$ cat config.mk
export PLATFORM = sky130hd
export DESIGN_NAME = pmu_front_flat
export DESIGN_NICKNAME = d
export VERILOG_FILES = /design/src/rtl/core/pmu_pkg.sv /design/src/rtl/core/pmu_if.sv /design/src/rtl/core/pmu_front.sv /design/src/flat_wrapper.sv
export SDC_FILE = /design/constraint.sdc
export NUM_CORES = 1
export LEC_CHECK = 0
export BUFFER_PORTS_ARGS = -buffer_cell sky130_fd_sc_hd__clkbuf_2
export CAP_MARGIN = 0
export CORE_MARGIN = 4
export CORE_UTILIZATION = 30
export DETAILED_ROUTE_END_ITERATION = 10
export PLACE_DENSITY = 0.53
export SYNTH_ARGS = -nofsm -noshare
export SYNTH_HDL_FRONTEND = slang
export SYNTH_SLANG_ARGS = --single-unit
$ cat constraint.sdc
create_clock -name clock -period 2.85 [get_ports clock]
set_input_delay 0.285 -clock clock [delete_from_list [all_inputs] [get_ports clock]]
set_output_delay 0.285 -clock clock [all_outputs]
set_load 0.03 [all_outputs]
$ cat src/rtl/core/pmu_pkg.sv
package pmu_pkg;

   localparam int TABLE_ENTRIES = 1024;
   localparam int USAGE_BITS    = 48;
   localparam int IDX_W         = $clog2(TABLE_ENTRIES);
   localparam int CNT_W         = $clog2(TABLE_ENTRIES + 1);
   localparam int TYPE_W        = 3;
   localparam int KEY_W         = 22;
   localparam int AMT_W         = 48;
   localparam int STATUS_W      = 3;
   localparam int TOTAL_W       = 32;
   localparam int OUT_W         = 48;
   localparam int SUM_W         = ((USAGE_BITS > AMT_W) ? USAGE_BITS : AMT_W) + 1;

   localparam logic [TYPE_W-1:0] OP_ALLOC = 3'd0;
   localparam logic [TYPE_W-1:0] OP_FREE  = 3'd1;
   localparam logic [TYPE_W-1:0] OP_MAP   = 3'd2;
   localparam logic [TYPE_W-1:0] OP_UNMAP = 3'd3;
   localparam logic [TYPE_W-1:0] OP_EXEC  = 3'd4;
   localparam logic [TYPE_W-1:0] OP_EXIT  = 3'd5;

   localparam logic [STATUS_W-1:0] ST_UPDATED = 3'd0;
   localparam logic [STATUS_W-1:0] ST_CREATED = 3'd1;
   localparam logic [STATUS_W-1:0] ST_FULL    = 3'd2;
   localparam logic [STATUS_W-1:0] ST_REMOVED = 3'd3;
   localparam logic [STATUS_W-1:0] ST_ABSENT  = 3'd4;

   typedef enum logic [1:0] {
      SLOT_EMPTY,
      SLOT_USED,
      SLOT_GONE
   } slot_state_type;

   typedef struct packed {
      slot_state_type          state;
      logic [KEY_W-1:0]        key;
      logic [TOTAL_W-1:0]      allocs;
      logic [TOTAL_W-1:0]      frees;
      logic [USAGE_BITS-1:0]   usage;
      logic [USAGE_BITS-1:0]   peak;
   } slot_type;

   typedef struct packed {
      logic [TYPE_W-1:0] op;
      logic [KEY_W-1:0]  key;
      logic [AMT_W-1:0]  amount;
      logic              is_remove;
      logic              is_query;
   } job_type;

   typedef enum logic [2:0] {
      BK_CLEAR,
      BK_IDLE,
      BK_READ,
      BK_CHECK,
      BK_WRITE
   } back_state_type;

   // fold the key onto the index width, then bring it into range
   function automatic logic [IDX_W-1:0] key_hash(input logic [KEY_W-1:0] key);
      logic [IDX_W-1:0] h;
      h = '0;
      for (int i = 0; i < KEY_W; i++) begin
         h[i % IDX_W] = h[i % IDX_W] ^ key[i];
      end
      if ({1'b0, h} >= (IDX_W+1)'(TABLE_ENTRIES)) begin
         h = IDX_W'({1'b0, h} - (IDX_W+1)'(TABLE_ENTRIES));
      end
      return h;
   endfunction

endpackage

$ cat src/rtl/core/pmu_if.sv
interface pmu_req_if;
   import pmu_pkg::*;
   logic              valid;
   logic              ready;
   logic [TYPE_W-1:0] req_type;
   logic [KEY_W-1:0]  proc_id;
   logic [AMT_W-1:0]  amount;
   modport source (output valid, req_type, proc_id, amount, input ready);
   modport sink   (input valid, req_type, proc_id, amount, output ready);
endinterface


$ cat src/rtl/core/pmu_front.sv
module pmu_front import pmu_pkg::*; (
   input  logic       clock,
   input  logic       reset,
   pmu_req_if.sink    req_chan,
   output job_type    job,
   output logic       job_valid,
   input  logic       job_pop
);

   job_type    q_ff [2];
   logic       wr_ptr_ff, wr_ptr_in;
   logic       rd_ptr_ff, rd_ptr_in;
   logic [1:0] fill_ff, fill_in;
   logic       push;
   job_type    word;

   // classify the incoming word
   always_comb begin
      word.op        = req_chan.req_type;
      word.key       = req_chan.proc_id;
      word.amount    = req_chan.amount;
      word.is_remove = (req_chan.req_type == OP_EXIT);
      word.is_query  = (req_chan.req_type > OP_EXIT);
   end

   assign req_chan.ready = (fill_ff != 2'd2);
   assign push           = req_chan.valid && req_chan.ready;
   assign job_valid      = (fill_ff != 2'd0);
   assign job            = q_ff[rd_ptr_ff];

   always_comb begin
      wr_ptr_in = wr_ptr_ff ^ push;
      rd_ptr_in = rd_ptr_ff ^ job_pop;
      fill_in   = fill_ff + {1'b0, push} - {1'b0, job_pop};
   end

   always_ff @(posedge clock) begin
      if (reset) begin
         wr_ptr_ff <= 1'b0;
         rd_ptr_ff <= 1'b0;
         fill_ff   <= 2'd0;
      end else begin
         wr_ptr_ff <= wr_ptr_in;
         rd_ptr_ff <= rd_ptr_in;
         fill_ff   <= fill_in;
      end
   end

   always_ff @(posedge clock) begin
      if (push) begin
         q_ff[wr_ptr_ff] <= word;
      end
   end

endmodule

$ cat src/flat_wrapper.sv
// flat-port wrapper written by rule: the top's interface ports become plain ports
module pmu_front_flat import pmu_pkg::*;
  (clock, reset, job, job_valid, job_pop, req_chan_valid, req_chan_req_type, req_chan_proc_id, req_chan_amount, req_chan_ready);
  pmu_req_if req_chan_i ();
  input  logic clock;
  input  logic reset;
  output job_type job;
  output logic job_valid;
  input  logic job_pop;
  input wire logic [$bits(req_chan_i.valid)-1:0] req_chan_valid;
  input wire logic [$bits(req_chan_i.req_type)-1:0] req_chan_req_type;
  input wire logic [$bits(req_chan_i.proc_id)-1:0] req_chan_proc_id;
  input wire logic [$bits(req_chan_i.amount)-1:0] req_chan_amount;
  output wire logic [$bits(req_chan_i.ready)-1:0] req_chan_ready;
  assign req_chan_i.valid = req_chan_valid;
  assign req_chan_i.req_type = req_chan_req_type;
  assign req_chan_i.proc_id = req_chan_proc_id;
  assign req_chan_i.amount = req_chan_amount;
  assign req_chan_ready = req_chan_i.ready;
  pmu_front u_core (.clock(clock), .reset(reset), .req_chan(req_chan_i), .job(job), .job_valid(job_valid), .job_pop(job_pop));
endmodule
==> reports/results.tsv, run 1 <==
metric	value	unit
result of the run	complete, no violations	
most area-consuming cells after synthesis	sky130_fd_sc_hd__edfxtp_1, sky130_fd_sc_hd__mux2_4, sky130_fd_sc_hd__mux2_2, sky130_fd_sc_hd__dfxtp_1, sky130_fd_sc_hd__buf_6	
aggregate routed wire length	11.02	mm
number of synthesized register bits	154	
number of hold-repair buffers added at the cts stage	0	
CTS H-Tree Depth	4	
fraction of post-synthesis cell area in the top cell type by area	0.7765	
area of all placed cells without fillers	0.007443	mm^2
length of the first detailed-routing pass in iterations	4	
data arrival time of the worst path	1870	ps
library cell with the largest summed area after synthesis	sky130_fd_sc_hd__edfxtp_1	
Post-DP Area	0.006928	mm^2
transition time at the pin with the least slew margin	571.2	ps
Final ANT Viol Nets	0	
layout cell share with drive strength beyond 1	0.6027	
cell depth of the worst flop-to-flop path	4	
count leader, synth	sky130_fd_sc_hd__edfxtp_1	
summed instance area of the synthesized netlist	0.005801	mm^2
top cells by instance count after synthesis	sky130_fd_sc_hd__edfxtp_1, sky130_fd_sc_hd__mux2_4, sky130_fd_sc_hd__mux2_2	
number of setup buffers added after CTS	0	
Syn Nets	339	
Clock Pin Slew Worst Setup and Hold Paths	60	ps
worst-case register-to-register setup slack	950	ps
cts bufs inserted	17	
final max-slew violation count	0	
input/output buffers	153	
count of flip-flops with a built-in enable after synthesis	150	
CTS tree	done	
vias post-DR	2912	
width of the die	147.1	um
Min-Delay Path Class	input pin to flop	
initial standard-cell utilization of the core	0.3080	
count of boundary I/O pins	154	
top achievable clock speed	463.2	MHz
nature of the critical path startpoint	flop	
Antenna diodes	0	
power density over cell area	769.2	mW/mm^2
clock sink count	154	
number of endpoints with negative hold slack in the final report	0	
area of the die	0.02162	mm^2
number of design rule violations left after detail routing	0	
critical register-to-register path startpoint	u_core.fill_ff[0]	
type of the setup path with the least slack	flop to primary output	
number of warnings reported in the yosys synthesis log	0	
final cycle utilization of the critical path	0.7575	
final critical-path required period	2159	ps
Post-layout nets	509	
clock latency of the later-clocked register in the worst-skew pair	410	ps
hold path endpoint	u_core.q_ff[1][31]	
cells resized by post-CTS repair	0	
critical-path maximum fanout	18	
number of antenna violations at the first check in global routing	0	
maximum number of pins on one net before global-route repair	44	
overall die height	147.1	um
Syn Area/Cell	22.31	um^2
Post-Route Hold Slack	55.03	ps
Max transition margin	0.6192	
cell count after synthesis	260	
worst IR drop on VDD	390.0	uV
post-synthesis async set-or-reset flop share	0	
worst setup skew after layout	10.36	ps
Max Buffers Root-to-Sink	2	
Final Wtd Congestion	0.7337	
number of setup violations in the final report	0	
Iteration-0 DRC Markers	124	
first-pass GRT wire length	17.24	mm
sequential fraction of the synthesis area	0.7903	
Crit path required time	2570	ps
overall overflow remaining after global route	0	
Leakage Power	2.864	nW
vias per cell	4.142	
beginning of the worst hold path	req_chan_amount[29]	
setup repair after global routing missed its margin	false	
post-synthesis to final-layout area growth	28.32	%
max-cap violation count	0	
WL/cell	15.68	um
endpoint of the most critical register-to-register path	u_core.q_ff[0][45]	
Hold Path Depth	1	
CTS Root Cell	sky130_fd_sc_hd__clkbuf_16	
post-route setup TNS	0	ps
count of standard-cell rows	50	
number of distinct library cell variants in the gate-level netlist after synthesis	23	
via count of the first global-routing pass	3239	
Critical Path Sink Type	primary output	
sum of net half-perimeters after detailed placement	7.470	mm
GRT Total Usage	0.1044	
most frequently used flop master after synthesis	sky130_fd_sc_hd__edfxtp_1	
area inside the core boundary	0.01883	mm^2
==> logic make-up (layout without fill, tap and decap cells) <==
group	Yosys count	count (layout)	synth area share
AOI/OAI and AO/OA	2	2	0.002157
and+or+nand+nor	14	14	0.01359
xor gates and xnor gates	1	1	0.001510
DFF	154	154	0.7903
adders and majority gates	2	2	0.004313
muxes	77	77	0.1752
buffers and inverters	10	193	0.01294
==> through the flow <==
step	total power, mW	utilization	std cells	setup WS (ps)
after floorplan	3.525	-	260	533.5
after CTS	5.828	0.3953	703	631.4
after detailed placement	3.855	0.3679	671	899.5
final	5.726	0.3953	703	691.1
after global routing	6.005	0.3953	703	579.4
after global placement	3.835	0.3679	671	965.0
==> registers in the layout (all words and copies together) (netlist names) <==
signal,cells
u_core.fill_ff,2
u_core.rd_ptr_ff,1
u_core.q_ff,150
u_core.wr_ptr_ff,1
==> worst max-delay path, stage by stage (launching register included) <==
cell and delay [ps]:
sky130_fd_sc_hd__dfxtp_4 530, sky130_fd_sc_hd__buf_4 350, sky130_fd_sc_hd__mux2_2 380, sky130_fd_sc_hd__clkbuf_2 180
==> layout make-up <==
class	count	area, um^2
flip-flops and latches	154	4588
clock buffers	20	436.7
repair buffers	159	848.3
clock inverters	12	78.83
well taps	260	325.3
multi-input cells	96	1159
fillers	1738	11390
inverters	2	7.507
==> metal layers <==
| layer | share of wire | vias to the layer above | global-route usage |
|---|---|---|---|
| li1 | - | 1367 | - |
| met1 | 0.42 | 1438 | 0.1204 |
| met2 | 0.49 | 99 | 0.1698 |
| met3 | 0.077 | 8 | 0.04750 |
| met4 | 0.0094 | 0 | 0.04194 |
| met5 | 0 | - | 0 |
==> cells in the final DEF (no fill, tap or decap), types with 4 or more instances in the layout <==
cell / synthesis / final
sky130_fd_sc_hd__clkinv_4: 0 / 4
sky130_fd_sc_hd__clkbuf_2: 0 / 153
sky130_fd_sc_hd__mux2_4: 40 / 40
sky130_fd_sc_hd__clkinv_2: 0 / 5
sky130_fd_sc_hd__edfxtp_1: 150 / 150
sky130_fd_sc_hd__mux2_2: 35 / 35
sky130_fd_sc_hd__nor2_1: 4 / 4
sky130_fd_sc_hd__clkbuf_16: 0 / 17
==> power by group <==
group          total (mW)  switching, mW  internal (mW)
Combinational        1.00          0.629          0.372
Clock                1.94          0.840           1.10
Sequential           2.78         0.0556           2.73
==> how the worst max path moves through the flow <==
stage / start / endpoint / depth (start not counted)
global route: u_core.rd_ptr_ff / job[12] / 3
global placement: u_core.fill_ff[0] / u_core.q_ff[0][18] / 4
CTS: u_core.rd_ptr_ff / job[20] / 3
floorplan: u_core.fill_ff[0] / u_core.q_ff[0][0] / 3
finish: u_core.rd_ptr_ff / job[9] / 3
detailed placement: u_core.fill_ff[0] / u_core.q_ff[0][18] / 4
Power figures use the tool's default switching activity.
==> run 2: changes to the inputs <==
--- a/config.mk
+++ b/config.mk
@@ -5,6 +5,7 @@
 export SDC_FILE = /design/constraint.sdc
 export NUM_CORES = 1
 export LEC_CHECK = 0
+export ABC_AREA = 1
 export BUFFER_PORTS_ARGS = -buffer_cell sky130_fd_sc_hd__clkbuf_2
 export CAP_MARGIN = 0
 export CORE_MARGIN = 4
==> constraint.sdc (replaced) <==
create_clock -name clock -period 1.8 [get_ports clock]
set_input_delay 0.18 -clock clock [delete_from_list [all_inputs] [get_ports clock]]
set_output_delay 0.18 -clock clock [all_outputs]
set_load 0.03 [all_outputs]
==> run 2 against run 1 <==
The flow now finishes with violations (setup timing). Setup slack worse by 690 ps. Total power is 90% higher. Core utilization is 9.3 points higher. Non-clock buffer count is 80 higher. Area after synthesis is 0.28% lower. Sequential cell count stayed put. Via count is 13% higher. Wire length is 18% higher. Clock skew is 0.50 ps higher. Worst hold slack worse by 27 ps.
==> reports/results.tsv, run 2 <==
metric	value	unit	change
fraction of the mapped netlist area in compound gates	0.0008652		-0.001292
aggregate routed wire length	13.00	mm	+18%
nature of the critical path startpoint	flop		
CP peak stage delay	400	ps	-130 ps
most frequently used flop master after synthesis	sky130_fd_sc_hd__edfxtp_1		
count of boundary I/O pins	154		unchanged
Post-Place Cells	678		+1.0%
number of design rule violations left after detail routing	0		unchanged
CTS H-Tree Depth	4		unchanged
critical register-to-register path startpoint	u_core.fill_ff[0]		
fraction of the mapped netlist area in simple logic gates	0.01190		-0.001692
count leader, synth	sky130_fd_sc_hd__edfxtp_1		
critical-path maximum fanout	11		-7
cts bufs inserted	17		unchanged
Post-Route Hold Slack	27.94	ps	-27.09 ps
transition time at the pin with the least slew margin	369.6	ps	-201.5 ps
slowest CP cell	sky130_fd_sc_hd__dfxtp_4		
number of warnings reported in the yosys synthesis log	0		unchanged
Largest register FFs	150		unchanged
input/output buffers	153		unchanged
post-route setup TNS	-0.9520	ps	-0.9520 ps
most area-consuming cells after synthesis	sky130_fd_sc_hd__edfxtp_1, sky130_fd_sc_hd__mux2_4, sky130_fd_sc_hd__mux2_2, sky130_fd_sc_hd__dfxtp_1, sky130_fd_sc_hd__buf_6		
fraction of post-synthesis cell area in the top cell type by area	0.7787		+0.002184
Crit path required time	1620	ps	-950 ps
multiplexer fraction of the synthesized cell area	0.1720		-0.003185
vias post-DR	3297		+13%
clock sink count	154		unchanged
post-synthesis to final-layout area growth	59.07	%	
final critical-path required period	1801	ps	
final max-slew violation count	0		unchanged
number of synthesized register bits	154		unchanged
count of flip-flops with a built-in enable after synthesis	150		unchanged
main combinational cell family by area after synthesis	multiplexers		
post-synthesis async set-or-reset flop share	0		unchanged
worst IR drop on VDD	602.2	uV	+54%
GRT Total Usage	0.1202		+0.01588
number of antenna violations at the first check in global routing	0		unchanged
Antenna diodes	0		unchanged
commonest cells after routing, fill and taps aside	sky130_fd_sc_hd__edfxtp_1, sky130_fd_sc_hd__clkbuf_2, sky130_fd_sc_hd__dlygate4sd3_1		
clock latency of the later-clocked register in the worst-skew pair	420	ps	about the same
vias per cell	4.173		+0.75%
Final Wtd Congestion	0.6962		-5.1%
post-synthesis xor/xnor area fraction	0.001514		+0.000004246
cell count after synthesis	267		+2.7%
endpoint of the most critical register-to-register path	u_core.q_ff[0][63]		
area inside the core boundary	0.01883	mm^2	unchanged
Critical Path Sink Type	primary output		
power density over cell area	1185	mW/mm^2	+54%
via count of the first global-routing pass	3691		+14%
Max transition margin	0.7536		+0.1344
violations in the final reports	setup timing		
Leakage Power	3.650	nW	+27%
sequential fraction of the synthesis area	0.7926		+0.002222
worst-case register-to-register setup slack	360	ps	-590 ps
post-synthesis share of cell area spent on full adders, half adders and majority gates	0.004326		+0.00001213
max-cap violation count	0		unchanged
area of the die	0.02157	mm^2	-0.26%
Largest regs	u_core.q_ff (150), u_core.fill_ff (2)		
final critical-path setup slack	-0.6317	ps	-691.7 ps
count of standard-cell rows	50		unchanged
final cycle utilization of the critical path	1.000		
Post-layout nets	596		+17%
worst setup skew after layout	10.87	ps	+0.5014 ps
data arrival time of the worst path	1620	ps	-250 ps
Syn Nets	346		+2.1%
library cell with the largest summed area after synthesis	sky130_fd_sc_hd__edfxtp_1		
maximum number of pins on one net before global-route repair	56		+27%
overall die height	146.9	um	-0.13%
number of setup violations in the final report	2		+2
most frequent standard cell in the layout excluding fill and tap cells	sky130_fd_sc_hd__edfxtp_1		
summed instance area of the synthesized netlist	0.005784	mm^2	-0.28%
worst slack after detailed placement	374.9	ps	-524.6 ps
setup repair after global routing missed its margin	true		
Max Buffers Root-to-Sink	2		unchanged
register bank with the most flops	u_core.q_ff		
overall power after layout	10.91	mW	+90%
CTS Root Cell	sky130_fd_sc_hd__clkbuf_16		
Critical Path Sink	job[53]		
initial standard-cell utilization of the core	0.3072		-0.0008638
Final ANT Viol Nets	0		unchanged
WL/cell	16.45	um	+4.9%
cell depth of the worst flop-to-flop path	6		+2
Min-Delay Path Class	input pin to flop		
layout cell share with drive strength beyond 1	0.5264		-0.07629
result of the run	complete, but fails checks		
Cell Count, Final, Fillers Out	790		+12%
top cells by instance count after synthesis	sky130_fd_sc_hd__edfxtp_1, sky130_fd_sc_hd__mux2_4, sky130_fd_sc_hd__mux2_2, sky130_fd_sc_hd__nand2_1, sky130_fd_sc_hd__inv_1		
Cell Chain, Critical Path	buf_12, buf_16, mux2_4, buf_8		
number of endpoints with negative hold slack in the final report	0		unchanged
Iteration-0 DRC Markers	111		-10%
length of the first detailed-routing pass in iterations	4		unchanged
Clock Pin Slew Worst Setup and Hold Paths	60	ps	about the same
sum of net half-perimeters after detailed placement	7.333	mm	-1.8%
CTS tree	done		
number of distinct library cell variants in the gate-level netlist after synthesis	14		-39%
top achievable clock speed	555.4	MHz	
first-pass GRT wire length	19.81	mm	+15%
crit path launch	u_core.rd_ptr_ff		
type of the setup path with the least slack	flop to primary output		
overall overflow remaining after global route	0		unchanged
width of the die	146.9	um	-0.13%
Syn Area/Cell	21.66	um^2	-2.9%
-- run 2: changes by cell type after synthesis --
| cell | delta |
|---|---|
| sky130_fd_sc_hd__nor2b_1 | -1 |
| sky130_fd_sc_hd__mux2_1 | -1 |
| sky130_fd_sc_hd__and3_1 | -1 |
| sky130_fd_sc_hd__nand2b_1 | -1 |
| sky130_fd_sc_hd__nor2_1 | +2 |
| sky130_fd_sc_hd__a21o_1 | -1 |
| sky130_fd_sc_hd__and2_1 | -2 |
| sky130_fd_sc_hd__inv_1 | +6 |
| sky130_fd_sc_hd__nand2_1 | +9 |
| sky130_fd_sc_hd__nor2b_4 | -1 |
| sky130_fd_sc_hd__mux2i_1 | -1 |
| sky130_fd_sc_hd__or2_2 | -1 |
-- run 2: logic make-up (layout without fill, tap and decap cells) --
| logic type | count (synthesis) | count (layout) |
|---|---|---|
| DFF | 154 | 154 |
| muxes | 75 | 75 |
| and+or+nand+nor | 18 | 18 |
| buffers and inverters | 16 | 279 |
| adders and majority gates | 2 | 2 |
| AOI/OAI and AO/OA | 1 | 1 |
| xor gates and xnor gates | 1 | 1 |
-- run 2: worst min-delay path by stage --
| stage | cells after the start | from | slack, ps | end |
|---|---|---|---|---|
| after floorplan | 1 | reset | 250 | u_core.wr_ptr_ff |
| after global placement | 1 | req_chan_amount[12] | 370 | u_core.q_ff[0][14] |
| after detailed placement | 1 | req_chan_amount[27] | 370 | u_core.q_ff[0][29] |
| after CTS | 1 | req_chan_req_type[2] | 3 | u_core.q_ff[0][74] |
| after global routing | 1 | req_chan_req_type[2] | 5 | u_core.q_ff[0][74] |
| final | 1 | req_chan_req_type[2] | 30 | u_core.q_ff[0][74] |
-- run 2: cell type report --
type,instances,area (um^2)
fill,1570,9629
sequential,154,4589
timing repair buffer,239,2326
multi-input combinational,97,1235
clock buffer,17,425.4
tap,260,325.3
clock inverter,15,270.3
inverter,8,30.03
-- run 2: what timing repair did --
action,CTS,global route
endpoints found under the setup margin,60,75
gates cloned,4,1
setup buffers,2,0
hold buffers,73,0
gates resized for setup,143,57
hold endpoints to repair,146,0
-- run 2: critical path: cells and delay by family, from the launching register on --
family | cells | cell delay [ps]
buffers and inverters | 3 | 470
flip-flops | 1 | 400
multiplexers | 1 | 330
-- run 2: power by group --
| group | switching (mW) | total, mW | internal, mW |
|---|---|---|---|
| Combinational | 1.17 | 2.31 | 1.14 |
| Sequential | 0.0830 | 4.40 | 4.31 |
| Clock | 1.45 | 4.20 | 2.75 |
| Total | 2.70 | 10.9 | 8.21 |
-- run 2: through the flow --
step / instance area, um^2 / util
detailed placement: 6943 / 0.3687
global route: 9201 / 0.4886
floorplan: 5811 / -
global placement: 6943 / 0.3687
CTS: 9107 / 0.4837
finish: 9201 / 0.4886
-- run 2: metal layers --
layer / GRT usage / vias to the layer above / share of wire
met4: 0.04563 / 0 / 0.013
li1: - / 1543 / -
met5: 0 / - / 0
met3: 0.04010 / 11 / 0.052
met1: 0.1424 / 1641 / 0.41
met2: 0.2035 / 102 / 0.52
